File: src/rtl/core/assert_macros.svh
// Assertion helpers used by lkv_ctrl; all sample on clock, off while reset is high.
`ifndef ASSERT_MACROS_SVH
`define ASSERT_MACROS_SVH

// Same-cycle implication.
`define ASSERT_IMPLIES(name, cond, expr, msg) \
   name: assert property (@(posedge clock) disable iff (reset) (cond) |-> (expr)) \
      else $error(msg);

// Next-cycle implication.
`define ASSERT_NEXT(name, cond, expr, msg) \
   name: assert property (@(posedge clock) disable iff (reset) (cond) |=> (expr)) \
      else $error(msg);

`endif

File: src/rtl/core/lkv_pkg.sv
package lkv_pkg;

   // request kinds carried on req_tuser
   localparam logic OP_GET = 1'b0;
   localparam logic OP_PUT = 1'b1;

   // capacity register
   localparam int            CAP_BITS  = 5;
   localparam logic [4:0]    CAP_RESET = 5'd16;

   // command broadcast to every cell of the recency chain
   typedef enum logic [1:0] {
      CMD_HOLD,
      CMD_ROTATE,
      CMD_SHIFT
   } cmd_type;

endpackage

File: src/rtl/core/lkv_cell.sv
module lkv_cell #(
   parameter int POS        = 0,
   parameter int KEY_BITS   = 64,
   parameter int VALUE_BITS = 32,
   parameter int IDX_BITS   = 4
) (
   input  logic                  clock,
   input  logic                  reset,
   input  lkv_pkg::cmd_type      cmd,
   input  logic [IDX_BITS-1:0]   shift_idx,
   input  logic [KEY_BITS-1:0]   nxt_key,
   input  logic [VALUE_BITS-1:0] nxt_value,
   input  logic                  nxt_valid,
   input  logic [KEY_BITS-1:0]   prv_key,
   input  logic [VALUE_BITS-1:0] prv_value,
   input  logic                  prv_valid,
   output logic [KEY_BITS-1:0]   key,
   output logic [VALUE_BITS-1:0] value,
   output logic                  valid
);

   logic [KEY_BITS-1:0]   key_ff, key_in;
   logic [VALUE_BITS-1:0] value_ff, value_in;
   logic                  valid_ff, valid_in;

   always_comb begin
      key_in   = key_ff;
      value_in = value_ff;
      valid_in = valid_ff;
      unique case (cmd)
         lkv_pkg::CMD_ROTATE: begin
            key_in   = nxt_key;
            value_in = nxt_value;
            valid_in = nxt_valid;
         end
         lkv_pkg::CMD_SHIFT: begin
            // cells at or below the target slot take their lower neighbor
            if (shift_idx >= IDX_BITS'(POS)) begin
               key_in   = prv_key;
               value_in = prv_value;
               valid_in = prv_valid;
            end
         end
         default: begin
         end
      endcase
   end

   always_ff @(posedge clock) begin
      if (reset) begin
         valid_ff <= 1'b0;
      end else begin
         valid_ff <= valid_in;
      end
   end

   always_ff @(posedge clock) begin
      key_ff   <= key_in;
      value_ff <= value_in;
   end

   assign key   = key_ff;
   assign value = value_ff;
   assign valid = valid_ff;

endmodule

File: src/rtl/core/lkv_ctrl.sv
module lkv_ctrl #(
   parameter int ENTRIES    = 16,
   parameter int KEY_BITS   = 64,
   parameter int VALUE_BITS = 32,
   parameter int IDX_BITS   = 4,
   parameter int CNT_BITS   = 5,
   parameter int REQ_BITS   = 96,
   parameter int RSP_BITS   = 128
) (
   input  logic                         clock,
   input  logic                         reset,
   input  logic                         req_tvalid,
   output logic                         req_tready,
   input  logic [REQ_BITS-1:0]          req_tdata,
   input  logic                         req_tuser,
   output logic                         rsp_tvalid,
   input  logic                         rsp_tready,
   output logic [RSP_BITS-1:0]          rsp_tdata,
   output logic [1:0]                   rsp_tuser,
   input  logic                         csr_valid,
   output logic                         csr_ready,
   input  logic [lkv_pkg::CAP_BITS-1:0] csr_data,
   input  logic [KEY_BITS-1:0]          head_key,
   input  logic [VALUE_BITS-1:0]        head_value,
   input  logic                         head_valid,
   output logic [KEY_BITS-1:0]          new_key,
   output logic [VALUE_BITS-1:0]        new_value,
   output lkv_pkg::cmd_type             cell_cmd,
   output logic [IDX_BITS-1:0]          shift_idx
);

`include "assert_macros.svh"

   localparam int CMP_BITS = (CNT_BITS > lkv_pkg::CAP_BITS) ? CNT_BITS : lkv_pkg::CAP_BITS;

   typedef enum logic [1:0] {
      S_IDLE,
      S_SCAN,
      S_UPDATE
   } state_type;

   state_type                    state_ff, state_in;
   logic                         rsp_tvalid_ff, rsp_tvalid_in;
   logic [lkv_pkg::CAP_BITS-1:0] capacity_ff, capacity_in;

   logic [IDX_BITS-1:0]   step_ff, step_in;
   logic                  put_ff, put_in;
   logic [KEY_BITS-1:0]   req_key_ff, req_key_in;
   logic [VALUE_BITS-1:0] req_value_ff, req_value_in;
   logic                  found_ff, found_in;
   logic [IDX_BITS-1:0]   found_idx_ff, found_idx_in;
   logic [VALUE_BITS-1:0] found_value_ff, found_value_in;
   logic [CNT_BITS-1:0]   fill_ff, fill_in;
   logic [KEY_BITS-1:0]   last_key_ff, last_key_in;
   logic [VALUE_BITS-1:0] last_value_ff, last_value_in;
   logic [RSP_BITS-1:0]   rsp_tdata_ff, rsp_tdata_in;
   logic [1:0]            rsp_tuser_ff, rsp_tuser_in;

   logic                  rsp_free;
   logic                  match;
   logic                  scan_last;
   logic [CMP_BITS-1:0]   cap_lo, cap_eff;
   logic                  evict;
   logic                  hit;
   logic [CNT_BITS-1:0]   fill_m1;
   logic [VALUE_BITS-1:0] value_out;
   logic [KEY_BITS-1:0]   ev_key;
   logic [VALUE_BITS-1:0] ev_value;

   assign req_tready = (state_ff == S_IDLE);
   assign csr_ready  = 1'b1;
   assign rsp_free   = !rsp_tvalid_ff || rsp_tready;
   assign match      = head_valid && (head_key == req_key_ff);
   assign scan_last  = (step_ff == IDX_BITS'(ENTRIES - 1));

   // capacity 0 acts as 1, anything above the cell count as the cell count
   assign cap_lo  = (capacity_ff == '0) ? CMP_BITS'(1) : CMP_BITS'(capacity_ff);
   assign cap_eff = (cap_lo > CMP_BITS'(ENTRIES)) ? CMP_BITS'(ENTRIES) : cap_lo;

   assign evict     = put_ff && !found_ff && (CMP_BITS'(fill_ff) >= cap_eff);
   assign hit       = !put_ff && found_ff;
   assign fill_m1   = fill_ff - CNT_BITS'(1);
   assign value_out = hit ? found_value_ff : '0;
   assign ev_key    = evict ? last_key_ff : '0;
   assign ev_value  = evict ? last_value_ff : '0;

   // on a shift, slot 0 receives the request key; a get hit carries its old value along
   assign new_key   = req_key_ff;
   assign new_value = hit ? found_value_ff : req_value_ff;

   assign shift_idx = found_ff ? found_idx_ff :
                      (evict ? fill_m1[IDX_BITS-1:0] : fill_ff[IDX_BITS-1:0]);

   always_comb begin
      if (state_ff == S_SCAN) begin
         cell_cmd = lkv_pkg::CMD_ROTATE;
      end else if (state_ff == S_UPDATE && rsp_free && (found_ff || put_ff)) begin
         cell_cmd = lkv_pkg::CMD_SHIFT;
      end else begin
         cell_cmd = lkv_pkg::CMD_HOLD;
      end
   end

   always_comb begin
      state_in       = state_ff;
      rsp_tvalid_in  = rsp_tvalid_ff;
      capacity_in    = capacity_ff;
      step_in        = step_ff;
      put_in         = put_ff;
      req_key_in     = req_key_ff;
      req_value_in   = req_value_ff;
      found_in       = found_ff;
      found_idx_in   = found_idx_ff;
      found_value_in = found_value_ff;
      fill_in        = fill_ff;
      last_key_in    = last_key_ff;
      last_value_in  = last_value_ff;
      rsp_tdata_in   = rsp_tdata_ff;
      rsp_tuser_in   = rsp_tuser_ff;

      if (csr_valid) begin
         capacity_in = csr_data;
      end
      if (rsp_tready) begin
         rsp_tvalid_in = 1'b0;
      end

      unique case (state_ff)
         S_IDLE: begin
            if (req_tvalid) begin
               state_in     = S_SCAN;
               put_in       = (req_tuser == lkv_pkg::OP_PUT);
               req_key_in   = req_tdata[KEY_BITS-1:0];
               req_value_in = req_tdata[KEY_BITS +: VALUE_BITS];
               step_in      = '0;
               found_in     = 1'b0;
               fill_in      = '0;
            end
         end
         S_SCAN: begin
            // head holds the entry that sat at slot step_ff before the scan
            if (head_valid) begin
               fill_in       = fill_ff + CNT_BITS'(1);
               last_key_in   = head_key;
               last_value_in = head_value;
            end
            if (match && !found_ff) begin
               found_in       = 1'b1;
               found_idx_in   = step_ff;
               found_value_in = head_value;
            end
            step_in = step_ff + IDX_BITS'(1);
            if (scan_last) begin
               state_in = S_UPDATE;
            end
         end
         S_UPDATE: begin
            if (rsp_free) begin
               state_in      = S_IDLE;
               rsp_tvalid_in = 1'b1;
               rsp_tdata_in  = RSP_BITS'({ev_value, ev_key, value_out});
               rsp_tuser_in  = {evict, hit};
            end
         end
         default: begin
            state_in = S_IDLE;
         end
      endcase
   end

   always_ff @(posedge clock) begin
      if (reset) begin
         state_ff      <= S_IDLE;
         rsp_tvalid_ff <= 1'b0;
         capacity_ff   <= lkv_pkg::CAP_RESET;
      end else begin
         state_ff      <= state_in;
         rsp_tvalid_ff <= rsp_tvalid_in;
         capacity_ff   <= capacity_in;
      end
      step_ff        <= step_in;
      put_ff         <= put_in;
      req_key_ff     <= req_key_in;
      req_value_ff   <= req_value_in;
      found_ff       <= found_in;
      found_idx_ff   <= found_idx_in;
      found_value_ff <= found_value_in;
      fill_ff        <= fill_in;
      last_key_ff    <= last_key_in;
      last_value_ff  <= last_value_in;
      rsp_tdata_ff   <= rsp_tdata_in;
      rsp_tuser_ff   <= rsp_tuser_in;
   end

   assign rsp_tvalid = rsp_tvalid_ff;
   assign rsp_tdata  = rsp_tdata_ff;
   assign rsp_tuser  = rsp_tuser_ff;

   `ASSERT_NEXT(a_scan_ends, state_ff == S_SCAN && scan_last, state_ff == S_UPDATE, "scan did not end")
   `ASSERT_NEXT(a_rsp_posted, state_ff == S_UPDATE && rsp_free, state_ff == S_IDLE && rsp_tvalid_ff, "response not posted")
   `ASSERT_IMPLIES(a_hit_no_evict, rsp_tvalid_ff, !(rsp_tuser_ff[0] && rsp_tuser_ff[1]), "hit and eviction together")
   `ASSERT_IMPLIES(a_evict_nonempty, state_ff == S_UPDATE && evict, fill_ff != CNT_BITS'(0), "eviction from empty cache")

endmodule

File: src/rtl/core/lru_key_value_cache.sv
// Channel | Dir | Handshake             | Payload (low bit first)
// req     | in  | req_tvalid/req_tready | tuser: opcode; tdata: key, value_in
// rsp     | out | rsp_tvalid/rsp_tready | tuser: hit, evicted;
//         |     |                       | tdata: value_out, evicted_key, evicted_value
// csr     | in  | csr_valid/csr_ready   | csr_data: capacity (always ready)
//
// Each request is taken in the idle state, then the scan rotates the whole cell chain
// once past the head comparator, then the update state shifts the chain for the
// move-to-front and posts the response; the next request is taken only after that.
// Reset clears every valid bit and sets capacity to 16; no clearing pass.
// A stalled response holds the update cycle; the chain waits with it.
module lru_key_value_cache #(
   parameter int ENTRIES    = 16,
   parameter int KEY_BITS   = 64,
   parameter int VALUE_BITS = 32,
   localparam int REQ_BITS  = ((KEY_BITS + VALUE_BITS + 7) / 8) * 8,
   localparam int RSP_BITS  = ((KEY_BITS + 2 * VALUE_BITS + 7) / 8) * 8
) (
   input  logic                         clock,
   input  logic                         reset,
   input  logic                         req_tvalid,
   output logic                         req_tready,
   input  logic [REQ_BITS-1:0]          req_tdata,   // key, value_in, zero pad
   input  logic                         req_tuser,   // opcode
   output logic                         rsp_tvalid,
   input  logic                         rsp_tready,
   output logic [RSP_BITS-1:0]          rsp_tdata,   // value_out, evicted_key, evicted_value
   output logic [1:0]                   rsp_tuser,   // hit, evicted
   input  logic                         csr_valid,
   output logic                         csr_ready,
   input  logic [lkv_pkg::CAP_BITS-1:0] csr_data    // capacity
);

   localparam int IDX_BITS = (ENTRIES > 1) ? $clog2(ENTRIES) : 1;
   localparam int CNT_BITS = $clog2(ENTRIES + 1);

   // Chain wiring: slot 0 is the most recent entry and also the scan head.
   logic [KEY_BITS-1:0]   cell_key   [ENTRIES];
   logic [VALUE_BITS-1:0] cell_value [ENTRIES];
   logic                  cell_valid [ENTRIES];

   logic [KEY_BITS-1:0]   new_key;
   logic [VALUE_BITS-1:0] new_value;
   lkv_pkg::cmd_type      cell_cmd;
   logic [IDX_BITS-1:0]   shift_idx;

   lkv_ctrl #(
      .ENTRIES    (ENTRIES),
      .KEY_BITS   (KEY_BITS),
      .VALUE_BITS (VALUE_BITS),
      .IDX_BITS   (IDX_BITS),
      .CNT_BITS   (CNT_BITS),
      .REQ_BITS   (REQ_BITS),
      .RSP_BITS   (RSP_BITS)
   ) u_ctrl (
      .clock      (clock),
      .reset      (reset),
      .req_tvalid (req_tvalid),
      .req_tready (req_tready),
      .req_tdata  (req_tdata),
      .req_tuser  (req_tuser),
      .rsp_tvalid (rsp_tvalid),
      .rsp_tready (rsp_tready),
      .rsp_tdata  (rsp_tdata),
      .rsp_tuser  (rsp_tuser),
      .csr_valid  (csr_valid),
      .csr_ready  (csr_ready),
      .csr_data   (csr_data),
      .head_key   (cell_key[0]),
      .head_value (cell_value[0]),
      .head_valid (cell_valid[0]),
      .new_key    (new_key),
      .new_value  (new_value),
      .cell_cmd   (cell_cmd),
      .shift_idx  (shift_idx)
   );

   // Rotate moves every entry one slot toward the head (the head wraps to the
   // tail); shift moves slots up to shift_idx one slot away from the head and
   // loads the request entry into slot 0.
   for (genvar i = 0; i < ENTRIES; i++) begin : g_cell
      localparam int NXT = (i + 1) % ENTRIES;

      logic [KEY_BITS-1:0]   prv_key;
      logic [VALUE_BITS-1:0] prv_value;
      logic                  prv_valid;

      if (i == 0) begin : g_head
         assign prv_key   = new_key;
         assign prv_value = new_value;
         assign prv_valid = 1'b1;
      end else begin : g_body
         assign prv_key   = cell_key[i-1];
         assign prv_value = cell_value[i-1];
         assign prv_valid = cell_valid[i-1];
      end

      lkv_cell #(
         .POS        (i),
         .KEY_BITS   (KEY_BITS),
         .VALUE_BITS (VALUE_BITS),
         .IDX_BITS   (IDX_BITS)
      ) u_cell (
         .clock     (clock),
         .reset     (reset),
         .cmd       (cell_cmd),
         .shift_idx (shift_idx),
         .nxt_key   (cell_key[NXT]),
         .nxt_value (cell_value[NXT]),
         .nxt_valid (cell_valid[NXT]),
         .prv_key   (prv_key),
         .prv_value (prv_value),
         .prv_valid (prv_valid),
         .key       (cell_key[i]),
         .value     (cell_value[i]),
         .valid     (cell_valid[i])
      );
   end

endmodule

File: config.mk
export PLATFORM = sky130hd
export DESIGN_NAME = lru_key_value_cache
export DESIGN_NICKNAME = d
export VERILOG_FILES = /design/src/rtl/core/lkv_pkg.sv /design/src/rtl/core/lkv_cell.sv /design/src/rtl/core/lkv_ctrl.sv /design/src/rtl/core/lru_key_value_cache.sv
export VERILOG_INCLUDE_DIRS = /design/src /design/src/rtl/core
export SDC_FILE = /design/constraint.sdc
export NUM_CORES = 2
export LEC_CHECK = 0
export BUFFER_PORTS_ARGS = -buffer_cell sky130_fd_sc_hd__buf_2
export CORE_ASPECT_RATIO = 0.7
export CORE_MARGIN = 1
export CORE_UTILIZATION = 56
export CTS_CLUSTER_SIZE = 10
export DETAILED_ROUTE_END_ITERATION = 10
export PLACE_DENSITY_LB_ADDON = 0.25
export RECOVER_POWER = 100
export SLEW_MARGIN = 10
export SYNTH_ARGS = -nofsm -noshare
export SYNTH_HDL_FRONTEND = slang
export SYNTH_HIERARCHICAL = 1
export SYNTH_SLANG_ARGS = --single-unit
export TNS_END_PERCENT = 10
File: constraint.sdc
create_clock -name clock -period 17.4 [get_ports clock]
set_input_delay 3.48 -clock clock [delete_from_list [all_inputs] [get_ports clock]]
set_output_delay 3.48 -clock clock [all_outputs]
set_load 0.01 [all_outputs]
==> metrics.yaml <==
hpwlAfterDp_um: 111000
rsz0062_at_grt: "no"
required_ns: 17.69
yosysTopAreaCell: "edfxtp_1"
synth-edff-count: 1905
syn_inst: 4152
synth_area_um2: 81900
ant_nets: 0
fmax_ghz: 0.0851
final_max_slew_viol_count: 3439
pre_cts_slack_ns: 9.77
grt_pass1_vias: 41200
grt_pass1_wl_um: 281000
yosys.area.top_type_share: 0.699
maxCapViolCount: 86
viasPerCell: 6.12
synthTopCellsByArea: "edfxtp_1 (70%), mux2_2 (16%), mux2_4 (8.0%)"
synthFlopType: "edfxtp_1"
synthSimpleGateAreaFrac: 0.0197
die_area_um2: 148000
async_flop_share: 0
ir_worst_vdd_mv: 0.103
routed_wire_length_per_instance_um: 29.6
dieHeight_um: 322
violations: "max-capacitance violations, max-slew violations"
ios: 240
cp.arrival_ns: 12.05
core_area_um2: 144000
finalSetupViolCount: 0
cts_tree: "done"
finalWirelength_um: 192000
setup_slack_ns: 5.64
met2WireLength_um: 88800
port_buffers: 238
initial_core_util: 0.569
cts.sinks: 1929
setup.worst_path.start_class: "input pin"
seq_area_frac_synth: 0.704
period_share: 0.676
rows: 116
drt_iter0_drc: 3846
endpoint_kind: "flop"
p_leak_uw: 0.0285
powerDensity_nw_per_um2: 114
synth.distinct_cells: 70
hold_class: "flop to flop"
synthXorXnorAreaFrac: 0.00620
cts_buffers: 212
area_delta_synth_final_pct: 7.62
setup_tns_ns: 0
grt_max_degree: 131
synth_area_per_cell_um2: 19.7
met3_length_um: 13100
cts.path.max_buffers: 3
skew_ns: 0.0308
top_layer: "met5"
synth_top_family_by_area: "multiplexers"
cts_root_buffer: "clkbuf_16"
drive_gt1_frac: 0.338
nets: 4600
clk_pin_slew_ns: 0.05
muxShareOfSynthArea: 0.238
antenna_found_initial: 1
crit_path_max_fanout: 54
slew_headroom: -4.48
outcome: "complete, but fails checks"
gp_congestion: 0.797
hold_ws_ns: 0.497
htreeDepth: 4
syn_nets: 4268
grt.total_usage: 0.261
cts.repair.resized: 0
postCtsHoldBufs: 0
synth_adder_area_share: 0.00138
drc: 0
ys_ff_latch: 1929
wl_met1_um: 85000
cts_setup_buffers: 0
dr.pass1.iters: 5
path_class: "input pin to flop"
vias: 39700
hold_viol_final: 0
synth-compound-area-share: 0.00744
die_w_um: 459
period_needed_ns: 11.76
overflow: 0
antennaDiodeCount: 0
tightest_slew_ns: 8.23
insertion_delay_ns: 0.83
yosys_warnings: 6
[where the power goes]
| part | leakage, µW | internal, µW | switching, µW |
|---|---|---|---|
| clock | 0.00278 | 2210 | 1720 |
| combinational | 0.00768 | 192 | 324 |
| sequential | 0.0180 | 5480 | 158 |
| total | 0.0285 | 7890 | 2200 |
[area by class of cell]
type | count | area (µm²)
clock buffer | 250 | 5530
inverter | 33 | 126
sequential | 1929 | 57700
clock inverter | 14 | 184
tap | 1947 | 2440
multi-input combinational | 1992 | 20800
fill | 10600 | 55800
timing repair buffer | 316 | 1360
[cell usage in the layout (no fill, tap or decap), types with 7 or more instances in the layout]
cell       instances
edfxtp_1        1905
nor2b_1           24
buf_2             95
nand2b_1          19
and2_0            96
nand3_1            7
mux2_2          1140
clkbuf_16        216
mux2_1           387
inv_1             31
xnor2_1            7
a211oi_1          11
nor2_1            22
dfxtp_1           24
nor4_1            12
o21ai_0           15
mux2i_1           19
o211a_1            8
ha_1               9
clkbuf_1         244
and2_1            35
xor2_1            51
nand2_1           16
buf_4             10
a21oi_1            7
mux2_4            41
[critical path, stage by stage]
cell and delay [ns]:
buf_2 0.08, nand2b_1 0.13, nor2b_1 0.20, o21a_1 0.15
clkbuf_1 1.22, nand2b_1 0.20, o21ai_0 0.35, clkbuf_1 2.66
clkbuf_1 3.41
[worst paths after layout]
path                            cells after the start  slack [ns]                      end             startpoint
worst min register to register                      2        0.50    u_ctrl/capacity_ff[0]  u_ctrl/capacity_ff[0]
worst max-delay path                                9        5.64  g_cell[7].u_cell/key[1]             rsp_tready
worst min-delay path                                2        0.50    u_ctrl/capacity_ff[0]  u_ctrl/capacity_ff[0]
worst max register to register                     14        7.35  g_cell[7].u_cell/key[1]  u_ctrl/capacity_ff[1]
[registers in the layout, summed over array words and instances (netlist names)]
signal	flops
g_cell.u_cell/key	1024
g_cell.u_cell/valid	16
g_cell.u_cell/value	512
u_ctrl/capacity_ff	5
u_ctrl/fill_ff	5
u_ctrl/found_ff	1
u_ctrl/found_idx_ff	4
u_ctrl/found_value_ff	32
u_ctrl/last_key_ff	64
u_ctrl/last_value_ff	32
u_ctrl/new_key	64
u_ctrl/put_ff	1
u_ctrl/req_value_ff	32
u_ctrl/rsp_tdata	128
u_ctrl/rsp_tuser	2
u_ctrl/rsp_tvalid	1
u_ctrl/state_ff	2
u_ctrl/step_ff	4
[per-stage QoR]
stage | utilization | instance area (µm²) | cells | power, µW
2_1_floorplan | - | 81900 | 4152 | 6050
3_3_place_gp | 0.588 | 84600 | 6217 | 6250
3_5_place_dp | 0.588 | 84600 | 6217 | 6280
4_1_cts | 0.628 | 90400 | 6481 | 10200
5_1_grt | 0.612 | 88100 | 6481 | 10400
6_report | 0.612 | 88100 | 6481 | 10100
[layer usage]
layer,vias up,global-route usage
li1,16800,-
met1,21000,0.383
met2,1562,0.406
met3,287,0.0400
met4,2,0.0737
met5,-,0
[cell usage after synthesis (8+ instances only)]
master	count
inv_1	32
nand2b_1	19
buf_2	51
nor2b_4	8
edfxtp_1	1905
mux2i_1	19
mux2_2	1130
mux2_4	438
nor2b_1	11
and2_1	131
o21ai_0	16
nor2_1	22
buf_8	17
o211a_1	8
buf_4	54
a211oi_1	11
clkbuf_1	10
buf_6	55
ha_1	9
dfxtp_1	24
xor2_1	51
a21oi_1	8
nand2_1	16
nor4_1	12
[cells by family after synthesis]
kind of cell / Yosys count
AO/OA/AOI/OAI: 77
XOR/XNOR: 58
adder cells (fa/ha/maj): 9
buffers and inverters: 231
flip-flops: 1929
multiplexers: 1587
other: 2
AND/OR/NAND/NOR: 259
No activity file was read; power rests on OpenSTA's default activity.
